==> config.mk <==
export PLATFORM = sky130hd
export DESIGN_NAME = lcg_sample_without_replacement_core_flat
export DESIGN_NICKNAME = d
export VERILOG_FILES = /design/src/hdl/lcgswr_pkg.sv /design/src/hdl/lcgswr_if.sv /design/src/hdl/lcgswr_ram.sv /design/src/hdl/lcg_sample_without_replacement_core.sv /design/src/flat_wrapper.sv
export VERILOG_INCLUDE_DIRS = /design/src /design/src/hdl
export SDC_FILE = /design/constraint.sdc
export NUM_CORES = 2
export LEC_CHECK = 0
export ABC_AREA = 1
export BUFFER_PORTS_ARGS = -buffer_cell sky130_fd_sc_hd__buf_2
export CORE_UTILIZATION = 55
export DETAILED_ROUTE_END_ITERATION = 10
export HOLD_SLACK_MARGIN = 0.12
export MAX_ROUTING_LAYER = met4
export PLACE_DENSITY = 0.72
export RECOVER_POWER = 50
export SYNTH_ARGS = -nofsm -noshare
export SYNTH_HDL_FRONTEND = slang
export SYNTH_SLANG_ARGS = --single-unit
==> constraint.sdc <==
create_clock -name clk_i -period 10.8 [get_ports clk_i]
set_input_delay 1.08 -clock clk_i [delete_from_list [all_inputs] [get_ports clk_i]]
set_output_delay 1.08 -clock clk_i [all_outputs]
set_load 0.1 [all_outputs]
==> src/hdl/assert_macros.svh <==
// -----------------------------------------------------------------------------
// Assertion macros
// Concurrent assertion wrappers; they expand to nothing under synthesis.
// -----------------------------------------------------------------------------
`ifndef ASSERT_MACROS_SVH
`define ASSERT_MACROS_SVH

`ifndef SYNTHESIS

// Check that prop holds at every clock edge outside reset.
`define ASSERT_ALWAYS(lbl, clk, rstn, prop, msg) \
  lbl: assert property (@(posedge clk) disable iff (!rstn) (prop)) else $error(msg);

// Check that cons holds in the cycle after ante.
`define ASSERT_NEXT(lbl, clk, rstn, ante, cons, msg) \
  lbl: assert property (@(posedge clk) disable iff (!rstn) (ante) |=> (cons)) else $error(msg);

`else

`define ASSERT_ALWAYS(lbl, clk, rstn, prop, msg)
`define ASSERT_NEXT(lbl, clk, rstn, ante, cons, msg)

`endif

`endif

==> src/hdl/lcgswr_pkg.sv <==
// -----------------------------------------------------------------------------
// LCG draw package
// Widths, arithmetic constants, register indexes and sequencer states.
// -----------------------------------------------------------------------------
`default_nettype none

package lcgswr_pkg;

  localparam int CNT_W      = 7;
  localparam int DISC_W     = 16;
  localparam int SEED_W     = 27;
  localparam int HALF_W     = 14;
  localparam int OPND_W     = 28;
  localparam int MUL_W      = 2 * OPND_W;
  localparam int QUOT_LSB   = 41;
  localparam int CFG_IDX_W  = 2;
  localparam int CFG_DATA_W = 16;

  // Generator state is kept as two decimal halves of four digits each.
  localparam int DEC_SPLIT   = 10000;
  localparam int LCG_MULT    = 31415821;
  localparam int LCG_MULT_LO = LCG_MULT % DEC_SPLIT;
  localparam int LCG_MULT_HI = LCG_MULT / DEC_SPLIT;

  // Rounded-up reciprocal: (n * DEC_RECIP) >> QUOT_LSB == n / 10000 for n < 2**27.
  localparam logic [63:0] RECIP_FULL =
      ((64'd1 << QUOT_LSB) + 64'(DEC_SPLIT) - 64'd1) / 64'(DEC_SPLIT);
  localparam logic [OPND_W-1:0] DEC_RECIP = RECIP_FULL[OPND_W-1:0];

  localparam logic OP_DRAW = 1'b0;
  localparam logic OP_SEED = 1'b1;

  localparam logic [CFG_IDX_W-1:0] REG_POOL_SIZE  = 2'd0;
  localparam logic [CFG_IDX_W-1:0] REG_PICK_COUNT = 2'd1;
  localparam logic [CFG_IDX_W-1:0] REG_DISCARD    = 2'd2;

  localparam logic [CNT_W-1:0]  POOL_SIZE_RST  = 7'd49;
  localparam logic [CNT_W-1:0]  PICK_COUNT_RST = 7'd6;
  localparam logic [DISC_W-1:0] DISCARD_RST    = 16'd900;

  typedef enum logic [4:0] {
    ST_IDLE,
    ST_SEED_DIV,
    ST_SEED_REM,
    ST_SEED_LO,
    ST_FILL,
    ST_LCG_LO,
    ST_LCG_HI,
    ST_LCG_MID,
    ST_LCG_CDIV,
    ST_LCG_CMUL,
    ST_LCG_HDIV,
    ST_LCG_HMUL,
    ST_LCG_DONE,
    ST_PICK_MUL,
    ST_PICK_DIV,
    ST_PICK_RD,
    ST_PICK_EMIT,
    ST_SHIFT_RD,
    ST_SHIFT_WR
  } state_e;

endpackage

`default_nettype wire

==> src/hdl/lcgswr_if.sv <==
// -----------------------------------------------------------------------------
// LCG draw stream interfaces
// Valid/ready channels for request items and drawn numbers.
// -----------------------------------------------------------------------------
`default_nettype none

interface lcgswr_item_if
  import lcgswr_pkg::*;
();
  logic              valid;
  logic              ready;
  logic              op;
  logic [SEED_W-1:0] seed_value;

  modport source (output valid, op, seed_value, input ready);
  modport sink   (input valid, op, seed_value, output ready);
endinterface

interface lcgswr_result_if
  import lcgswr_pkg::*;
();
  logic             valid;
  logic             ready;
  logic [CNT_W-1:0] picked_number;
  logic             last_pick;

  modport source (output valid, picked_number, last_pick, input ready);
  modport sink   (input valid, picked_number, last_pick, output ready);
endinterface

`default_nettype wire

==> src/hdl/lcgswr_ram.sv <==
// -----------------------------------------------------------------------------
// Generic RAM
// One write port, one read port, registered read data.
// -----------------------------------------------------------------------------
`default_nettype none

module lcgswr_ram #(
  parameter int WIDTH = 7,
  parameter int DEPTH = 64,
  localparam int AW = $clog2(DEPTH)
) (
  input  wire logic             clk_i,
  input  wire logic             we_i,
  input  wire logic [AW-1:0]    waddr_i,
  input  wire logic [WIDTH-1:0] wdata_i,
  input  wire logic [AW-1:0]    raddr_i,
  output logic      [WIDTH-1:0] rdata_o
);

  logic [WIDTH-1:0] mem_q [DEPTH];
  logic [WIDTH-1:0] rdata_q;

  always_ff @(posedge clk_i) begin
    if (we_i) begin
      mem_q[waddr_i] <= wdata_i;
    end
    rdata_q <= mem_q[raddr_i];
  end

  assign rdata_o = rdata_q;

endmodule

`default_nettype wire

==> src/hdl/lcg_sample_without_replacement_core.sv <==
// -----------------------------------------------------------------------------
// LCG draw without replacement
// Decimal LCG driving distinct draws from a pool of 1..min(pool_size, POOL_MAX).
// -----------------------------------------------------------------------------
// Usage:
//   item_i carries one request per beat: op = 1 loads seed_value into the
//   generator and gives no result; op = 0 draws min(pick_count, pool_size,
//   POOL_MAX) distinct numbers, each a beat on result_o, last_pick on the last.
//   The configuration port writes pool_size, pick_count and discard_steps;
//   write it only while the block is idle.
// Timing:
//   item_i.ready is high only between requests. One shared 28x28 multiplier
//   sets the pace: each generator step needs seven products, issued one per
//   cycle.
// Reset:
//   Generator state clears to zero and registers take 49, 6 and 900. The
//   pool RAM is not cleared; every draw refills it before reading.
// Stall:
//   A result waits in an output register while the block keeps working; the
//   next pick holds until that register is free.
// -----------------------------------------------------------------------------
`default_nettype none

`include "assert_macros.svh"

module lcg_sample_without_replacement_core
  import lcgswr_pkg::*;
#(
  parameter int POOL_MAX = 64
) (
  input  wire logic                  clk_i,
  input  wire logic                  rst_ni,
  input  wire logic                  cfg_we_i,
  input  wire logic [CFG_IDX_W-1:0]  cfg_idx_i,
  input  wire logic [CFG_DATA_W-1:0] cfg_wdata_i,
  lcgswr_item_if.sink                item_i,
  lcgswr_result_if.source            result_o
);

  localparam int AW      = $clog2(POOL_MAX);
  localparam int CntMax  = (1 << CNT_W) - 1;
  localparam int SizeCap = (POOL_MAX > CntMax) ? CntMax : POOL_MAX;
  localparam int PickW   = HALF_W + CNT_W;

  state_e state_q, state_d;

  logic [CNT_W-1:0]  pool_size_q, pool_size_d;
  logic [CNT_W-1:0]  pick_count_q, pick_count_d;
  logic [DISC_W-1:0] disc_steps_q, disc_steps_d;

  logic [HALF_W-1:0] sh_q, sh_d;
  logic [HALF_W-1:0] sl_q, sl_d;
  logic [SEED_W-1:0] lo_q, lo_d;
  logic [SEED_W-1:0] hi_q, hi_d;
  logic [MUL_W-1:0]  mul_q, mul_d;

  logic [CNT_W-1:0]  rem_q, rem_d;
  logic [CNT_W-1:0]  picks_left_q, picks_left_d;
  logic [DISC_W-1:0] disc_q, disc_d;
  logic [CNT_W-1:0]  fill_q, fill_d;
  logic [CNT_W-1:0]  ptr_q, ptr_d;
  logic [AW-1:0]     idx_q, idx_d;

  logic              res_valid_q, res_valid_d;
  logic [CNT_W-1:0]  res_num_q, res_num_d;
  logic              res_last_q, res_last_d;

  logic [OPND_W-1:0] mul_a, mul_b;
  logic [HALF_W-1:0] quot_w;
  logic [CNT_W-1:0]  size_w, picks_w, ptr_prev_w;
  logic              accept_w, slot_free_w, emit_w, more_work_w;

  logic              ram_we;
  logic [AW-1:0]     ram_waddr, ram_raddr;
  logic [CNT_W-1:0]  ram_wdata, ram_rdata;

  lcgswr_ram #(
    .WIDTH (CNT_W),
    .DEPTH (POOL_MAX)
  ) u_pool (
    .clk_i   (clk_i),
    .we_i    (ram_we),
    .waddr_i (ram_waddr),
    .wdata_i (ram_wdata),
    .raddr_i (ram_raddr),
    .rdata_o (ram_rdata)
  );

  assign quot_w      = mul_q[QUOT_LSB +: HALF_W];
  assign mul_d       = mul_a * mul_b;
  assign accept_w    = item_i.valid && item_i.ready;
  assign slot_free_w = !res_valid_q || result_o.ready;
  assign emit_w      = (state_q == ST_PICK_EMIT) && slot_free_w;
  assign more_work_w = (picks_left_q != '0) || (disc_q != '0);
  assign ptr_prev_w  = ptr_q - CNT_W'(1);

  assign size_w  = (pool_size_q > CNT_W'(SizeCap)) ? CNT_W'(SizeCap) : pool_size_q;
  assign picks_w = (pick_count_q > size_w) ? size_w : pick_count_q;

  assign result_o.valid         = res_valid_q;
  assign result_o.picked_number = res_num_q;
  assign result_o.last_pick     = res_last_q;

  // Configuration writes
  always_comb begin
    pool_size_d  = pool_size_q;
    pick_count_d = pick_count_q;
    disc_steps_d = disc_steps_q;
    if (cfg_we_i) begin
      case (cfg_idx_i)
        REG_POOL_SIZE:  pool_size_d  = cfg_wdata_i[CNT_W-1:0];
        REG_PICK_COUNT: pick_count_d = cfg_wdata_i[CNT_W-1:0];
        REG_DISCARD:    disc_steps_d = cfg_wdata_i[DISC_W-1:0];
        default: ;
      endcase
    end
  end

  // Next state
  always_comb begin
    state_d = state_q;
    case (state_q)
      ST_IDLE: begin
        if (accept_w) begin
          state_d = (item_i.op == OP_SEED) ? ST_SEED_DIV : ST_FILL;
        end
      end
      ST_SEED_DIV: state_d = ST_SEED_REM;
      ST_SEED_REM: state_d = ST_SEED_LO;
      ST_SEED_LO:  state_d = ST_IDLE;
      ST_FILL: begin
        if (fill_q == rem_q) begin
          state_d = more_work_w ? ST_LCG_LO : ST_IDLE;
        end
      end
      ST_LCG_LO:   state_d = ST_LCG_HI;
      ST_LCG_HI:   state_d = ST_LCG_MID;
      ST_LCG_MID:  state_d = ST_LCG_CDIV;
      ST_LCG_CDIV: state_d = ST_LCG_CMUL;
      ST_LCG_CMUL: state_d = ST_LCG_HDIV;
      ST_LCG_HDIV: state_d = ST_LCG_HMUL;
      ST_LCG_HMUL: state_d = ST_LCG_DONE;
      ST_LCG_DONE: begin
        // The low product of the next step is already issued here.
        if (picks_left_q != '0) begin
          state_d = ST_PICK_MUL;
        end else if (disc_q == DISC_W'(1)) begin
          state_d = ST_IDLE;
        end else begin
          state_d = ST_LCG_HI;
        end
      end
      ST_PICK_MUL: state_d = ST_PICK_DIV;
      ST_PICK_DIV: state_d = ST_PICK_RD;
      ST_PICK_RD:  state_d = ST_PICK_EMIT;
      ST_PICK_EMIT: begin
        if (slot_free_w) begin
          state_d = ST_SHIFT_RD;
        end
      end
      ST_SHIFT_RD: begin
        if (ptr_q < rem_q) begin
          state_d = ST_SHIFT_WR;
        end else begin
          state_d = more_work_w ? ST_LCG_LO : ST_IDLE;
        end
      end
      ST_SHIFT_WR: state_d = ST_SHIFT_RD;
      default:     state_d = ST_IDLE;
    endcase
  end

  // Sequencer outputs: multiplier operands, pool port, input ready
  always_comb begin
    mul_a        = '0;
    mul_b        = '0;
    ram_we       = 1'b0;
    ram_waddr    = fill_q[AW-1:0];
    ram_wdata    = fill_q + CNT_W'(1);
    ram_raddr    = idx_q;
    item_i.ready = (state_q == ST_IDLE);
    case (state_q)
      ST_SEED_DIV, ST_LCG_HDIV: begin
        mul_a = OPND_W'(hi_q);
        mul_b = DEC_RECIP;
      end
      ST_SEED_REM, ST_LCG_CMUL, ST_LCG_HMUL: begin
        mul_a = OPND_W'(quot_w);
        mul_b = OPND_W'(DEC_SPLIT);
      end
      ST_FILL: begin
        ram_we = (fill_q != rem_q);
      end
      ST_LCG_LO, ST_LCG_DONE: begin
        mul_a = OPND_W'(sl_q);
        mul_b = OPND_W'(LCG_MULT_LO);
      end
      ST_LCG_HI: begin
        mul_a = OPND_W'(sh_q);
        mul_b = OPND_W'(LCG_MULT_LO);
      end
      ST_LCG_MID: begin
        mul_a = OPND_W'(sl_q);
        mul_b = OPND_W'(LCG_MULT_HI);
      end
      ST_LCG_CDIV: begin
        mul_a = OPND_W'(lo_q);
        mul_b = DEC_RECIP;
      end
      ST_PICK_MUL: begin
        mul_a = OPND_W'(sh_q);
        mul_b = OPND_W'(rem_q);
      end
      ST_PICK_DIV: begin
        mul_a = OPND_W'(mul_q[PickW-1:0]);
        mul_b = DEC_RECIP;
      end
      ST_PICK_RD: begin
        ram_raddr = quot_w[AW-1:0];
      end
      ST_SHIFT_RD: begin
        ram_raddr = ptr_q[AW-1:0];
      end
      ST_SHIFT_WR: begin
        // Move the entry read last cycle one place down.
        ram_we    = 1'b1;
        ram_waddr = ptr_prev_w[AW-1:0];
        ram_wdata = ram_rdata;
      end
      default: ;
    endcase
  end

  // Datapath updates
  always_comb begin
    sh_d         = sh_q;
    sl_d         = sl_q;
    lo_d         = lo_q;
    hi_d         = hi_q;
    rem_d        = rem_q;
    picks_left_d = picks_left_q;
    disc_d       = disc_q;
    fill_d       = fill_q;
    ptr_d        = ptr_q;
    idx_d        = idx_q;
    res_valid_d  = res_valid_q && !result_o.ready;
    res_num_d    = res_num_q;
    res_last_d   = res_last_q;
    case (state_q)
      ST_IDLE: begin
        if (accept_w) begin
          if (item_i.op == OP_SEED) begin
            hi_d = item_i.seed_value;
          end else begin
            rem_d        = size_w;
            picks_left_d = picks_w;
            disc_d       = disc_steps_q;
            fill_d       = '0;
          end
        end
      end
      ST_SEED_REM: sh_d = quot_w;
      ST_SEED_LO:  sl_d = hi_q[HALF_W-1:0] - mul_q[HALF_W-1:0];
      ST_FILL: begin
        if (fill_q != rem_q) begin
          fill_d = fill_q + CNT_W'(1);
        end
      end
      ST_LCG_HI:   lo_d = mul_q[SEED_W-1:0] + SEED_W'(1);
      ST_LCG_MID:  hi_d = mul_q[SEED_W-1:0];
      ST_LCG_CDIV: hi_d = hi_q + mul_q[SEED_W-1:0];
      ST_LCG_CMUL: hi_d = hi_q + SEED_W'(quot_w);
      ST_LCG_HDIV: sl_d = lo_q[HALF_W-1:0] - mul_q[HALF_W-1:0];
      ST_LCG_DONE: begin
        sh_d = hi_q[HALF_W-1:0] - mul_q[HALF_W-1:0];
        if (picks_left_q == '0) begin
          disc_d = disc_q - DISC_W'(1);
        end
      end
      ST_PICK_RD: idx_d = quot_w[AW-1:0];
      ST_PICK_EMIT: begin
        if (slot_free_w) begin
          res_valid_d  = 1'b1;
          res_num_d    = ram_rdata;
          res_last_d   = (picks_left_q == CNT_W'(1));
          picks_left_d = picks_left_q - CNT_W'(1);
          ptr_d        = CNT_W'(idx_q) + CNT_W'(1);
        end
      end
      ST_SHIFT_RD: begin
        if (ptr_q >= rem_q) begin
          rem_d = rem_q - CNT_W'(1);
        end
      end
      ST_SHIFT_WR: ptr_d = ptr_q + CNT_W'(1);
      default: ;
    endcase
  end

  always_ff @(posedge clk_i or negedge rst_ni) begin
    if (!rst_ni) begin
      state_q      <= ST_IDLE;
      pool_size_q  <= POOL_SIZE_RST;
      pick_count_q <= PICK_COUNT_RST;
      disc_steps_q <= DISCARD_RST;
      sh_q         <= '0;
      sl_q         <= '0;
      rem_q        <= '0;
      picks_left_q <= '0;
      disc_q       <= '0;
      fill_q       <= '0;
      ptr_q        <= '0;
      res_valid_q  <= 1'b0;
    end else begin
      state_q      <= state_d;
      pool_size_q  <= pool_size_d;
      pick_count_q <= pick_count_d;
      disc_steps_q <= disc_steps_d;
      sh_q         <= sh_d;
      sl_q         <= sl_d;
      rem_q        <= rem_d;
      picks_left_q <= picks_left_d;
      disc_q       <= disc_d;
      fill_q       <= fill_d;
      ptr_q        <= ptr_d;
      res_valid_q  <= res_valid_d;
    end
  end

  always_ff @(posedge clk_i) begin
    mul_q      <= mul_d;
    lo_q       <= lo_d;
    hi_q       <= hi_d;
    idx_q      <= idx_d;
    res_num_q  <= res_num_d;
    res_last_q <= res_last_d;
  end

  `ASSERT_ALWAYS(a_pick_in_pool, clk_i, rst_ni, (state_q != ST_PICK_RD) || (quot_w < HALF_W'(rem_q)), "pick index beyond pool")
  `ASSERT_NEXT(a_state_decimal, clk_i, rst_ni, state_q == ST_LCG_DONE, (sh_q < HALF_W'(DEC_SPLIT)) && (sl_q < HALF_W'(DEC_SPLIT)), "generator halves not decimal")
  `ASSERT_NEXT(a_last_flag, clk_i, rst_ni, emit_w, res_last_q == (picks_left_q == '0), "last flag out of step with pick count")

endmodule

`default_nettype wire

==> src/flat_wrapper.sv <==
// flat-port wrapper written by rule: the top's interface ports become plain ports
module lcg_sample_without_replacement_core_flat import lcgswr_pkg::*;
#(
  parameter int POOL_MAX = 64
)
  (clk_i, rst_ni, cfg_we_i, cfg_idx_i, cfg_wdata_i, item_i_valid, item_i_op, item_i_seed_value, item_i_ready, result_o_valid, result_o_picked_number, result_o_last_pick, result_o_ready);
  lcgswr_item_if item_i_i ();
  lcgswr_result_if result_o_i ();
  input  wire logic clk_i;
  input  wire logic rst_ni;
  input  wire logic cfg_we_i;
  input  wire logic [CFG_IDX_W-1:0] cfg_idx_i;
  input  wire logic [CFG_DATA_W-1:0] cfg_wdata_i;
  input wire logic [$bits(item_i_i.valid)-1:0] item_i_valid;
  input wire logic [$bits(item_i_i.op)-1:0] item_i_op;
  input wire logic [$bits(item_i_i.seed_value)-1:0] item_i_seed_value;
  output wire logic [$bits(item_i_i.ready)-1:0] item_i_ready;
  output wire logic [$bits(result_o_i.valid)-1:0] result_o_valid;
  output wire logic [$bits(result_o_i.picked_number)-1:0] result_o_picked_number;
  output wire logic [$bits(result_o_i.last_pick)-1:0] result_o_last_pick;
  input wire logic [$bits(result_o_i.ready)-1:0] result_o_ready;
  assign item_i_i.valid = item_i_valid;
  assign item_i_i.op = item_i_op;
  assign item_i_i.seed_value = item_i_seed_value;
  assign item_i_ready = item_i_i.ready;
  assign result_o_valid = result_o_i.valid;
  assign result_o_picked_number = result_o_i.picked_number;
  assign result_o_last_pick = result_o_i.last_pick;
  assign result_o_i.ready = result_o_ready;
  lcg_sample_without_replacement_core #(.POOL_MAX(POOL_MAX)) u_core (.clk_i(clk_i), .rst_ni(rst_ni), .cfg_we_i(cfg_we_i), .cfg_idx_i(cfg_idx_i), .cfg_wdata_i(cfg_wdata_i), .item_i(item_i_i), .result_o(result_o_i));
endmodule
; ---- Yosys cells after proc, flatten, opt, wreduce, memory -nomap -nowiden
; Memory sizes are Yosys's and may differ from the RTL's. A register that Yosys moved wholly into a read port is not among the register bits.
; Cells that the tools add are included.
[word_totals]
regBits = 231
ramBits = 448
inputBits = 51
out_inout_bits = 10
elab_cells = 148
memories = 1
[mem_list]
columns = memory, words, word_bits, rd, rd_ports_with_merged_regs, write_ports, line
row1 = u_core.u_pool.mem_q, 64, 7, 1, 1, 1, lcgswr_ram.sv:20  ; logic [WIDTH-1:0] mem_q [DEPTH];
[classes]
add_sub_neg = 12
multipliers = 1
magnitude_cmp = 4
eq_ne = 32
mux = 44
reduce_logical = 36
[op_table]
columns = operator, count
row1 = $pmux 27 s6, 1
row2 = $pmux 28 s5, 1
row3 = $pmux 27 s4, 1
row4 = $mux 7, 13
row5 = $pmux 5 s18, 1
row6 = $pmux 14 s2, 2
row7 = $pmux 7 s2, 4
row8 = $mul 27x28->55, 1
row9 = $mux 27, 2
row10 = $mux 16, 3
row11 = $eq 5x4->1 const B, 8
row12 = $pmux 16 s2, 1
row13 = $sub 14x14->14, 2
row14 = $add 27x1->27 const B, 1
row15 = $add 27x14->27, 1
row16 = $add 27x27->27, 1
row17 = $mux 5, 5
row18 = $eq 5x3->1 const B, 4
row19 = $eq 16x1->1 const B, 1
row20 = $reduce_and 4->1, 4
row21 = $reduce_bool 16->1, 1
row22 = $sub 16x1->16 const B, 1
row23 = $eq 5x5->1 const B, 3
row24 = $add 7x1->7 const B, 2
row25 = 35 further kinds, 65

; ---- Depth between registers and ports, before layout
[depth]
word_depth = 7
mapped_depth = 38
ltp_nobuf = 36

; ---- Hierarchy
; A second synthesis with hierarchy kept.
[hier_totals]
hier_cells = 6199
hier_area_um2 = 53585.1
[by_module_without_submodules]
columns = module, instances, cells_each, area_per_inst_um2, seq_area_each_um2
row1 = lcg_sample_without_replacement_core, 1, 4609, 35039.9, 5576.6
row2 = lcgswr_ram, 1, 1590, 18545.3, 13593.0

; ---- Least setup slack after synthesis
; Ideal clock, no wire load.
[synth_timing]
path_type = register to register
startpoint = register u_core.state_q[4]
endpoint = register u_core.mul_q[51]
setup_ns = 0.123
t_arrival_ns = 7.907
required_time_ns = 10.677
setup_slack_ns = 2.770
stages_incl_launch_ff = 37
n_path_buf = 1
synth_period_minus_slack_ns = 8.030
path_cell_list = dfrtp_1 buf_4 inv_2 nand3b_1 nor2_1 nor3_2 inv_2 nor2_2 inv_2 nor2_2 inv_2 nand2_1 fa_1 inv_1 fa_1 inv_1 fa_1 inv_1 fa_1 inv_1 fa_1 inv_1 fa_1 inv_1 fa_1 inv_1 ha_1 nand2_1 nor2_1 inv_1 nor2_1 inv_1 o21ai_0 nand2_1 nand3_1 a21oi_1 xor2_1
[synth_via]
elab_chain_cells = 4
elab_cells_between_ends = 21
classes_between = 1 x mul / 12 x eq/ne / 2 x mux / 6 x reduce/logical
[synth_lines]
columns = item, line
row1 = "start, declared", lcg_sample_without_replacement_core.sv:45  ; state_e state_q, state_d;
row2 = "start signal, assigned", lcg_sample_without_replacement_core.sv:315  ; state_q <= state_d;
row3 = "$eq 5x1->1, or another cell as far along", lcg_sample_without_replacement_core.sv:182  ; case (state_q)
row4 = "$reduce_or 4->1 (no line), or another cell as far along", -
row5 = $pmux 28 s5 or $pmux 27 s6 (tied branches), lcg_sample_without_replacement_core.sv:182
row6 = $mul 27x28->55 *, lcg_sample_without_replacement_core.sv:90  ; assign mul_d = mul_a * mul_b;
row7 = net u_core.mul_d[51], lcg_sample_without_replacement_core.sv:55  ; logic [MUL_W-1:0] mul_q, mul_d;
row8 = "end signal, assigned", lcg_sample_without_replacement_core.sv:331  ; mul_q <= mul_d;
row9 = "end, declared", lcg_sample_without_replacement_core.sv:55
; Mark *: on every way through the listed nets, which the timed path passes. The rest lies on a longest branch.
; A chain may end at the register's enable or synchronous reset.

; ---- Final worst setup path
[layout_timing]
startpoint = register u_core.state_q[4]
endpoint = register u_core.mul_q[52]
; Same word-level chain as after synthesis.

==> metrics.txt <==
status finished, violations left; failing checks capacitance limit, slew limit; global route total overflow 0; total core area 95400 µm²; post-layout util 60.1%; Critical Path Most Common Cell inv_1; CP Class reg2reg; Post-synth EDFFs 516; synthesized instance count a little under 6k; Period minus WS final roughly 9.7 ns; Total Routing Usage GR about 32%; I/O Pins around 60; unrepaired setup endpoints after global routing no; Mapped Area 53200 µm²; final worst clock skew 0.0547 ns; Largest stage delay, worst path 1.48 ns; Post-CTS Setup Bufs 0; vias in the first global route just over 40k; FMAX 0.103 GHz; DR vias 40.5k; largest net degree at the start of global routing 85; worst skew pair latency between 0.6 and 0.7 ns; Worst Tran Pin Value 3.61 ns; CP Capture Type register; nets@finish roughly 7k; post-synthesis sequential area ratio a little over a third; vias per cell between 5 and 6; synth-to-layout area growth 7.86%; drt total wl 149000 µm; final setup vio count 0; Longest Clk Path Bufs 3; #FFs+latches synth 672; Initial Utilization a little under three fifths; mean post-synth cell area 9.08 µm²; Slew headroom -141%; TritonCTS clock tree built; worst hold path type reg2reg; first-pass GRT wire length between 200000 and 250000 µm; setup TNS 0 ns; drt pass-1 iters 8; H-tree depth 3; die width approximately 310 µm; Post-CTS Hold Buffers 0; CP max FO 30; routed length per instance 20.6 µm; Rows 113; crit path DAT 10.20 ns; Starting DRT DRC Count 4733; slowest CP cell clkbuf_1; CTS resizes 0; layout cells sized above 1 4.70%; gpl congestion between 1 and 1.5; die area 97900 µm²; clock sinks 672; total of max-cap violations 12; Most used DFF post-synth edfxtp_1; FFs w/ async S/R, synth 16.1%; die height approximately 310 µm; Final ANT Viol Nets 0; IO buf count 60; Worst-path clk slew approximately 0.060 ns; final period utilization 89.5%; Num CTS Buffers 73; Final HPWL DP between 100000 and 150000 µm; startpoint class of the critical path register; drc violations 0; Final Max Slew Viols 654; Root Driver clkbuf_16; initial antenna violation count 3; YS warnings 0; final hold violation count 0; worst endpoint required time 11.33 ns; number of distinct library cells after synthesis 59
area by class of cell:
type	instances	area [µm²]
sequential	672	19200
tap	1265	1580
timing repair buffer	98	523
clock inverter	35	522
fill	8232	38100
clock buffer	90	1960
antenna	1	2.50
multi-input combinational	3734	28500
inverter	1347	5060
stage by stage:
step                      area [µm²]  setup WS (ns)  std cells  hold slack (ns)
final                          57300           1.14       7242            0.449
after global routing           57300          0.668       7242            0.463
after CTS                      57400           1.80       7241            0.444
after global placement         54900           1.87       7116            0.427
after detailed placement       54900           1.78       7116            0.425
after floorplan                53400           2.77       5934            0.409
critical path, delay by kind of cell (launching register included):
kind            cells  cell delay, ns
xor+xnor            1            0.15
simple gates       11            2.26
fa+ha+maj           8            3.77
compound gates      2            0.21
flops               1            0.48
buf+inv            10            2.68
cells in the final DEF (no fill, tap or decap), types with 11 or more instances in the layout:
cell,count
a221oi_1,19
inv_2,27
clkbuf_16,75
nand3_1,567
o21ai_0,217
o221ai_1,17
buf_4,25
xor2_1,79
dfxtp_1,48
o21bai_1,11
o22ai_1,20
o211ai_1,25
inv_1,1312
buf_2,49
clkinv_1,16
a21o_1,17
dfrtp_1,99
nor2_1,380
a31oi_1,18
clkbuf_1,36
a22oi_1,24
fa_1,488
edfxtp_1,516
ha_1,333
nand3b_1,145
nand4_1,23
a21oi_1,170
conb_1,78
nor4_1,17
or2_2,11
nand2_1,911
nor3_1,40
xnor2_1,25
cell usage after synthesis (4+ instances only):
cell type / count / area [µm²]
a221oi_1: 19 / 166
edfxtp_1: 516 / 15500
nand2_1: 911 / 3420
o21bai_1: 11 / 82.6
nand3_1: 566 / 2830
a211oi_1: 4 / 30.0
o2111ai_1: 5 / 43.8
nor4_4: 8 / 170
o21ai_0: 216 / 1080
inv_2: 30 / 113
o31ai_1: 6 / 45.0
or2_2: 11 / 68.8
a21o_1: 17 / 128
dfxtp_1: 48 / 961
nor2_1: 382 / 1430
nand3b_1: 145 / 1090
o21a_1: 6 / 45.0
mux2_2: 9 / 101
fa_1: 488 / 9770
nor2_2: 8 / 50.1
clkbuf_1: 82 / 308
xor2_1: 79 / 692
nor3_1: 40 / 200
buf_1: 9 / 33.8
o21ai_1: 17 / 85.1
dfrtp_1: 99 / 2480
inv_1: 1311 / 4920
ha_1: 333 / 4170
nand4_1: 23 / 144
xnor2_1: 25 / 219
dfstp_2: 9 / 236
o221ai_1: 17 / 149
buf_4: 12 / 90.1
nand2_2: 4 / 25.0
o211ai_1: 25 / 188
a22oi_1: 24 / 180
buf_2: 78 / 390
a31oi_1: 18 / 113
nor4_1: 18 / 113
clkinv_1: 6 / 22.5
nor3_2: 4 / 40.0
a21oi_1: 171 / 856
o22ai_1: 20 / 125
flip-flops by register name, indices dropped and copies added (netlist names), 5 cells and up:
name and flops:
u_core.pool_size_q 7, u_core.rem_q 7, u_core.pick_count_q 7, u_core.sh_q 14
u_core.picks_left_q 7, u_core.disc_steps_q 16, u_core.idx_q 6, u_core.fill_q 7
u_core.state_q 5, u_core.hi_q 27, u_core.mul_q 41, u_core.sl_q 14
u_core.u_pool.mem_q 448, u_core.lo_q 27, u_core.disc_q 16, u_core.result_o.picked_number 7
u_core.u_pool.rdata_o 7, u_core.ptr_q 7
metal layers:
layer	up-vias	share of wire (%)	GRT usage, %
met4	0	3.3	9.67
met2	1764	45	48.1
met3	287	9.0	5.19
met1	19725	42	44.9
li1	18757	-	-
met5	-	0	-
logic make-up after synthesis:
family | Yosys count | share of synthesized area, %
and+or+nand+nor | 2133 | 18.3
buffers and inverters | 1528 | 11.1
adders and majority gates | 821 | 26.2
DFF | 672 | 36.1
AOI/OAI and AO/OA | 589 | 6.49
xor gates and xnor gates | 104 | 1.71
muxes | 9 | 0.191
other | 2 | 0.0141
path summary, 6_finish.rpt:
path / cells after the start / end / from / slack, ns
max in group asynchronous: 2 / u_core.disc_q[9] / rst_ni / 5.17
worst min-delay path: 0 / u_core.result_o.picked_number[6] / u_core.u_pool.rdata_o[6] / 0.45
min in group asynchronous: 1 / u_core.picks_left_q[1] / rst_ni / 1.22
worst max register to register: 32 / u_core.mul_q[52] / u_core.state_q[4] / 1.14
worst min register to register: 0 / u_core.result_o.picked_number[6] / u_core.u_pool.rdata_o[6] / 0.45
worst max-delay path: 32 / u_core.mul_q[52] / u_core.state_q[4] / 1.14
Power is not shown: default switching activity piles up to over one toggle a cycle in this logic, so the estimate is an artifact.
